**config.mk**
```make
export PLATFORM = sky130hd
export DESIGN_NAME = preemptive_priority_scheduler_core
export DESIGN_NICKNAME = d
export VERILOG_FILES = /design/src/ppsch_pkg.sv /design/src/ppsch_cell.sv /design/src/preemptive_priority_scheduler_core.sv
export SDC_FILE = /design/constraint.sdc
export NUM_CORES = 2
export LEC_CHECK = 0
export BUFFER_PORTS_ARGS = -buffer_cell sky130_fd_sc_hd__buf_4
export CORE_MARGIN = 10
export CORE_UTILIZATION = 50
export DETAILED_ROUTE_END_ITERATION = 8
export PLACE_DENSITY = 0.76
export SLEW_MARGIN = 10
export SYNTH_ARGS = -nofsm -noshare
export SYNTH_HDL_FRONTEND = slang
export SYNTH_SLANG_ARGS = --single-unit
```
**constraint.sdc**
```tcl
create_clock -name clk -period 8.85 [get_ports clk]
set_input_delay 0.4425 -clock clk [delete_from_list [all_inputs] [get_ports clk]]
set_output_delay 0.4425 -clock clk [all_outputs]
set_load 0.01 [all_outputs]
```
**src/ppsch_pkg.sv**
```systemverilog
// Package for the preemptive priority scheduler: payload types, chain records and constants.
package ppsch_pkg;

	localparam int TIME_W = 16;
	localparam int SLOT_W = 4;
	localparam int PRIO_W = 8;
	// index carried along the chain, sized for the largest table (64 slots)
	localparam int IDX_W = 6;
	localparam int MAX_PROCS_DEF = 16;

	localparam logic OP_LOAD = 1'b0;
	localparam logic OP_TICK = 1'b1;

	localparam logic [TIME_W-1:0] TIME_MAX = {TIME_W{1'b1}};

	typedef struct packed {
		logic              op;
		logic [SLOT_W-1:0] slot;
		logic [TIME_W-1:0] arrival_time;
		logic [TIME_W-1:0] burst_time;
		logic [PRIO_W-1:0] priority_level;
	} req_t;

	typedef struct packed {
		logic [SLOT_W-1:0] ran_slot;
		logic              idle;
		logic              finished;
		logic [TIME_W-1:0] wait_time;
		logic [TIME_W-1:0] turnaround_time;
		logic [TIME_W-1:0] now_time;
	} rsp_t;

	// best ready slot seen so far, handed cell to cell
	typedef struct packed {
		logic              found;
		logic [PRIO_W-1:0] prio;
		logic [IDX_W-1:0]  idx;
		logic [TIME_W-1:0] wait_cnt;
		logic [TIME_W-1:0] burst;
		logic              last;
	} cand_t;

	// tick update broadcast to all cells
	typedef struct packed {
		logic             en;
		logic [IDX_W-1:0] idx;
	} apply_t;

endpackage

```
**src/ppsch_cell.sv**
```systemverilog
// One process slot cell: holds slot state and passes the best candidate to its neighbor.
module ppsch_cell #(
	parameter int CELL_IDX = 0
) (
	input  logic                          clk,
	input  logic                          arst_n,
	input  logic                          ld_en,
	input  ppsch_pkg::req_t               ld,
	input  ppsch_pkg::apply_t             app,
	input  logic [ppsch_pkg::TIME_W-1:0]  now,
	input  ppsch_pkg::cand_t              cand_in,
	output ppsch_pkg::cand_t              cand_out
);

	localparam logic [ppsch_pkg::IDX_W-1:0] OWN_IDX = ppsch_pkg::IDX_W'(CELL_IDX);

	logic [ppsch_pkg::TIME_W-1:0] rem_q;
	logic [ppsch_pkg::TIME_W-1:0] wait_q;
	logic [ppsch_pkg::TIME_W-1:0] arr_q;
	logic [ppsch_pkg::TIME_W-1:0] bur_q;
	logic [ppsch_pkg::PRIO_W-1:0] pri_q;
	ppsch_pkg::cand_t             cand_q;

	logic ready;
	logic take;

	assign ready = (rem_q != '0) && (arr_q <= now);
	assign take  = ready && (!cand_in.found || (pri_q < cand_in.prio));

	always_ff @(posedge clk or negedge arst_n) begin
		if (!arst_n) begin
			rem_q  <= '0;
			wait_q <= '0;
		end else if (ld_en) begin
			rem_q  <= ld.burst_time;
			wait_q <= '0;
		end else if (app.en) begin
			if (app.idx == OWN_IDX) begin
				rem_q <= rem_q - ppsch_pkg::TIME_W'(1);
			end else if (ready && (wait_q != ppsch_pkg::TIME_MAX)) begin
				wait_q <= wait_q + ppsch_pkg::TIME_W'(1);
			end
		end
	end

	always_ff @(posedge clk) begin
		if (ld_en) begin
			arr_q <= ld.arrival_time;
			bur_q <= ld.burst_time;
			pri_q <= ld.priority_level;
		end
	end

	always_ff @(posedge clk or negedge arst_n) begin
		if (!arst_n) begin
			cand_q <= '0;
		end else if (take) begin
			cand_q.found    <= 1'b1;
			cand_q.prio     <= pri_q;
			cand_q.idx      <= OWN_IDX;
			cand_q.wait_cnt <= wait_q;
			cand_q.burst    <= bur_q;
			cand_q.last     <= (rem_q == ppsch_pkg::TIME_W'(1));
		end else begin
			cand_q <= cand_in;
		end
	end

	assign cand_out = cand_q;

endmodule

```
**src/preemptive_priority_scheduler_core.sv**
```systemverilog
// Top level of the preemptive priority scheduler: slot cell chain, sequencer and result register.
// Load: accepted in IDLE, then the result is registered from the DONE state once the output can take it.
// Tick: passes through SCAN and then DONE, while the candidate chain carries the best slot
//   one cell per cycle; the update is applied to all cells in the result cycle.
// One transaction at a time; the next one is accepted while a result waits.
// Reset clears remaining work, wait counts and the tick counter; slot data is undefined.
module preemptive_priority_scheduler_core #(
	parameter int MAX_PROCS = ppsch_pkg::MAX_PROCS_DEF
) (
	input  logic            clk,
	input  logic            arst_n,
	input  logic            req_valid,
	output logic            req_stall,
	input  ppsch_pkg::req_t req,
	output logic            rsp_valid,
	input  logic            rsp_stall,
	output ppsch_pkg::rsp_t rsp
);

	localparam int CNT_W = (MAX_PROCS > 1) ? $clog2(MAX_PROCS) : 1;

	localparam logic [1:0] ST_IDLE = 2'd0;
	localparam logic [1:0] ST_SCAN = 2'd1;
	localparam logic [1:0] ST_DONE = 2'd2;

	logic [1:0]                   st_q;
	logic [CNT_W-1:0]             cnt_q;
	logic                         op_q;
	logic [ppsch_pkg::TIME_W-1:0] tick_q;
	logic                         rsp_valid_q;
	ppsch_pkg::rsp_t              rsp_q;

	ppsch_pkg::cand_t  chain [MAX_PROCS+1];
	ppsch_pkg::apply_t app;
	ppsch_pkg::cand_t  best;
	ppsch_pkg::rsp_t   rsp_d;
	logic              accept;
	logic              can_out;
	logic              finish;
	logic [ppsch_pkg::TIME_W:0] tat_sum;

	assign req_stall = (st_q != ST_IDLE);
	assign accept    = req_valid && !req_stall;
	assign can_out   = !rsp_valid_q || !rsp_stall;
	assign finish    = (st_q == ST_DONE) && can_out;

	assign chain[0] = '0;
	assign best     = chain[MAX_PROCS];

	assign app.en  = finish && (op_q == ppsch_pkg::OP_TICK) && best.found;
	assign app.idx = best.idx;

	genvar gi;
	generate
		for (gi = 0; gi < MAX_PROCS; gi++) begin : g_cell
			ppsch_cell #(
				.CELL_IDX(gi)
			) u_cell (
				.clk      (clk),
				.arst_n   (arst_n),
				.ld_en    (accept && (req.op == ppsch_pkg::OP_LOAD) &&
				           ({{(ppsch_pkg::IDX_W-ppsch_pkg::SLOT_W){1'b0}}, req.slot} ==
				            ppsch_pkg::IDX_W'(gi))),
				.ld       (req),
				.app      (app),
				.now      (tick_q),
				.cand_in  (chain[gi]),
				.cand_out (chain[gi+1])
			);
		end
	endgenerate

	assign tat_sum = {1'b0, best.wait_cnt} + {1'b0, best.burst};

	always_comb begin
		rsp_d = '0;
		rsp_d.idle = 1'b1;
		rsp_d.now_time = tick_q;
		if (op_q == ppsch_pkg::OP_TICK) begin
			rsp_d.now_time = tick_q + ppsch_pkg::TIME_W'(1);
			if (best.found) begin
				rsp_d.idle     = 1'b0;
				rsp_d.ran_slot = best.idx[ppsch_pkg::SLOT_W-1:0];
				if (best.last) begin
					rsp_d.finished  = 1'b1;
					rsp_d.wait_time = best.wait_cnt;
					rsp_d.turnaround_time = tat_sum[ppsch_pkg::TIME_W] ?
						ppsch_pkg::TIME_MAX : tat_sum[ppsch_pkg::TIME_W-1:0];
				end
			end
		end
	end

	always_ff @(posedge clk or negedge arst_n) begin
		if (!arst_n) begin
			st_q   <= ST_IDLE;
			cnt_q  <= '0;
			op_q   <= ppsch_pkg::OP_LOAD;
			tick_q <= '0;
		end else begin
			case (st_q)
				ST_IDLE: begin
					if (accept) begin
						op_q  <= req.op;
						cnt_q <= '0;
						st_q  <= (req.op == ppsch_pkg::OP_TICK) ? ST_SCAN : ST_DONE;
					end
				end
				ST_SCAN: begin
					if (cnt_q == CNT_W'(MAX_PROCS - 1)) begin
						st_q <= ST_DONE;
					end else begin
						cnt_q <= cnt_q + CNT_W'(1);
					end
				end
				ST_DONE: begin
					if (can_out) begin
						st_q <= ST_IDLE;
						if (op_q == ppsch_pkg::OP_TICK) begin
							tick_q <= tick_q + ppsch_pkg::TIME_W'(1);
						end
					end
				end
				default: begin
					st_q <= ST_IDLE;
				end
			endcase
		end
	end

	always_ff @(posedge clk or negedge arst_n) begin
		if (!arst_n) begin
			rsp_valid_q <= 1'b0;
		end else if (finish) begin
			rsp_valid_q <= 1'b1;
		end else if (!rsp_stall) begin
			rsp_valid_q <= 1'b0;
		end
	end

	always_ff @(posedge clk) begin
		if (finish) begin
			rsp_q <= rsp_d;
		end
	end

	assign rsp_valid = rsp_valid_q;
	assign rsp       = rsp_q;

endmodule
```
==> out/metrics.csv <==
stage,metric,value,unit
detailed_routing,final wirelength,211,mm
worst_setup_path,R2R Path Start,st_q[0],
final_layout,Area Overhead vs Synth,11.5,%
detailed_routing,routed vias/inst,6.00,
worst_setup_path,worst setup path startpoint,st_q[0],
min_path,Hold Path Class,in -> reg,
floorplan,Initial Utilization,50.2,%
detailed_routing,Antenna Nets Post-Route,0,
synth,Mapped Area,0.0861,mm^2
cts,root buf cell,clkbuf_16,
timing,Final Hold Vio Count,0,
cts,Worst-path clk slew,0.06,ns
worst_setup_path,CP required,9.55,ns
worst_setup_path,worst-path maximum fanout,62,
global_route,largest net degree at the start of global routing,168,
worst_setup_path,Setup CP Type,reg -> reg,
cts,Clock Latency Late Sink,0.84,ns
pwr,LEAKAGE,0.0400,uW
floorplan,row cnt,152,
synth,sequential area share after synthesis,60.5,%
cts,PostCTS Resize Cnt,0,
final_layout,fin nets,7358,
synth,Seq cells post-synth,1943,
pwr,maximum vdd drop,0.188,mV
timing,Fmax achieved,0.221,GHz
placement,port bufs,104,
worst_setup_path,R2R cell count,9,
worst_setup_path,worst reg2reg setup slack,4.33,ns
detailed_routing,Pre-Repair DR Iteration Count,6,
cts,CTS H-tree lvls,4,
timing,Fin Setup TNS,0,ns
floorplan,Die W,435,um
synth,Gate Count Post-Synth,6738,
pwr,Final Power,24900,uW
timing,hold slack,0.0573,ns
global_route,first-pass GRT wire length,330,mm
floorplan,core footprint,0.171,mm^2
timing,Final Slew Violations,0,
detailed_routing,DR vias,56100,
timing,Final setup viols,0,
job,Max Cap Viol,0,
detailed_routing,remaining routing DRC violations,0,
synth,ys async rst share,64.3,%
timing,Slew HR,18.4,%
cts,worst-case clock buffer depth,3,
synth,Netlist cell types,97,
timing,Clock Skews,0.0496,ns
worst_setup_path,worst path arrival time,5.22,ns
synth,number of synthesized flops with an enable pin,694,
placement,routability cong.,0.870,
global_route,Global Route Usage Sum,21.8,%
placement,Post-DP HPWL,137,mm
worst_setup_path,FF-to-FF End,g_cell[14].u_cell.rem_q[0],
synth,top_reg_cell synth,dfrtp_1,
detailed_routing,routed length per instance,22.5,um
cts,CTS Buf Count,190,
floorplan,full die area,0.189,mm^2
final_layout,ratio of cells with drive above 1 in the final layout,16.4,%
timing,unrepaired setup endpoints after global routing,false,
worst_setup_path,CP Launch Type,register,
timing,Slew @ Worst Pin,1.21,ns
global_route,grt ovf,0,
global_route,antenna violations before repair,2,
global_route,number of global-route vias before repair,57000,
timing,Final period util,51.1,%
timing,Final min period,4.52,ns
pwr,pwr/cell area,259,mW/mm^2
cts,CTS tree,yes,
floorplan,I/O pin total,105,
detailed_routing,drt initial violations,5704,
status,status,finished clean,
cts,clk sinks,1943,
floorplan,Die Ht,435,um
worst_setup_path,CP endpoint,g_cell[14].u_cell.rem_q[0],
cts,postcts setup bufs,0,
synth,Synthesized Nets,7215,
synth,Syn. warnings,0,
worst_setup_path,CP Capture Type,register,
synth,Syn Area/Cell,12.8,um^2
==> critical path, stage by stage, from the launching register on <==
cell and delay [ns]:
dfrtp_1 0.46, or3b_2 0.55, nor2_1 0.16, nand2_1 0.07, nor2_1 0.52, nand3_1 0.79, inv_2 0.53, buf_4 0.72
nor2_1 0.17, a221o_1 0.34
==> state kept, by name, summed over array words and instances, names as in the netlist <==
name,count
g_cell.u_cell.wait_q,256
rsp_valid,1
tick_q,16
g_cell.u_cell.cand_out,713
g_cell.u_cell.arr_q,256
g_cell.u_cell.pri_q,128
rsp,54
cnt_q,4
op_q,1
g_cell.u_cell.rem_q,256
st_q,2
g_cell.u_cell.bur_q,256
==> where the power goes <==
part / internal [uW] / leakage, uW / switching (uW)
clock network: 4810 / 0.00319 / 3490
logic: 2030 / 0.0143 / 2740
registers: 10800 / 0.0226 / 1010
==> Yosys cell counts (all sizes together), types with 129 or more instances <==
library cell | count | area [um^2]
a21o | 148 | 1110
a21oi | 279 | 1400
buf | 133 | 827
clkbuf | 129 | 484
dfrtp | 1249 | 31300
edfxtp | 694 | 20800
ha | 427 | 5340
inv | 251 | 942
mux2 | 605 | 6810
nand2 | 553 | 2080
nand3 | 214 | 1090
nor2 | 187 | 702
o211ai | 140 | 1060
o21ai | 225 | 1150
==> stage by stage <==
step / instance area (um^2) / instances / util [%] / setup WS (ns)
3_3_place_gp: 89200 / 8972 / 52.1 / 4.48
3_5_place_dp: 89200 / 8972 / 52.1 / 4.41
5_1_grt: 96000 / 9356 / 56.0 / 4.14
4_1_cts: 96000 / 9356 / 56.0 / 4.42
6_report: 96000 / 9357 / 56.0 / 4.33
2_1_floorplan: 86100 / 6738 / - / 5.03
==> routing by layer <==
layer  GRT usage (%)  vias to the layer above  part of all wire [%]
met3            3.38                      473                   6.8
met4            9.78                        2                   4.7
met5               0                        -                0.0043
met1            28.9                    28400                    41
met2            35.6                     1991                    48
li1                -                    25300                     -
==> cell usage in the layout, fill, tap and decap left out, types with 39 or more instances in the layout <==
cell type	n
nor2_1	186
buf_4	181
clkbuf_16	193
o311ai_0	79
nand4_1	123
or3_1	95
xnor2_1	61
a21oi_1	275
or4_1	115
clkbuf_1	50
o21ai_0	214
o21a_1	40
and2_1	97
mux2_2	570
xor2_1	39
inv_1	241
nand2_1	552
dfrtp_1	1249
nor4_1	71
o211ai_1	139
mux2i_1	82
nor3_1	113
nand3_1	212
a21o_1	148
nand2b_1	123
o31ai_1	79
edfxtp_1	694
ha_1	427
and3_1	65
==> cell families after synthesis <==
kind of cell / synth area share (%)
AOI/OAI and AO/OA: 9.08
xor gates and xnor gates: 1.02
adders and majority gates: 6.23
buffers and inverters: 2.64
DFF: 60.5
muxes: 8.87
and+or+nand+nor: 11.6
==> worst min path at each step <==
stage | start | to | depth (start not counted)
floorplan | arst_n | cnt_q[0] | 0
global placement | g_cell[12].u_cell.cand_out[35] | g_cell[13].u_cell.cand_out[35] | 1
detailed placement | g_cell[14].u_cell.cand_out[33] | g_cell[15].u_cell.cand_out[33] | 1
CTS | req[24] | g_cell[7].u_cell.arr_q[0] | 1
global route | req[24] | g_cell[6].u_cell.arr_q[0] | 1
finish | req[24] | g_cell[8].u_cell.arr_q[0] | 1
==> layout make-up <==
type / instances / area (um^2)
repair buffers: 213 / 1740
inverters: 257 / 965
well taps: 2310 / 2890
fillers: 13200 / 75400
flip-flops and latches: 1943 / 52100
clock inverters: 81 / 1020
clock buffers: 276 / 5470
multi-input cells: 4276 / 31800
diodes: 1 / 2.50
==> timing repair <==
| item | CTS | global route |
|---|---|---|
| endpoints found under the setup margin | 0 | 0 |
| endpoints found under the hold margin | 441 | 0 |
| hold buffers | 27 | 0 |
Note: power is estimated with default switching activity, not from simulation.
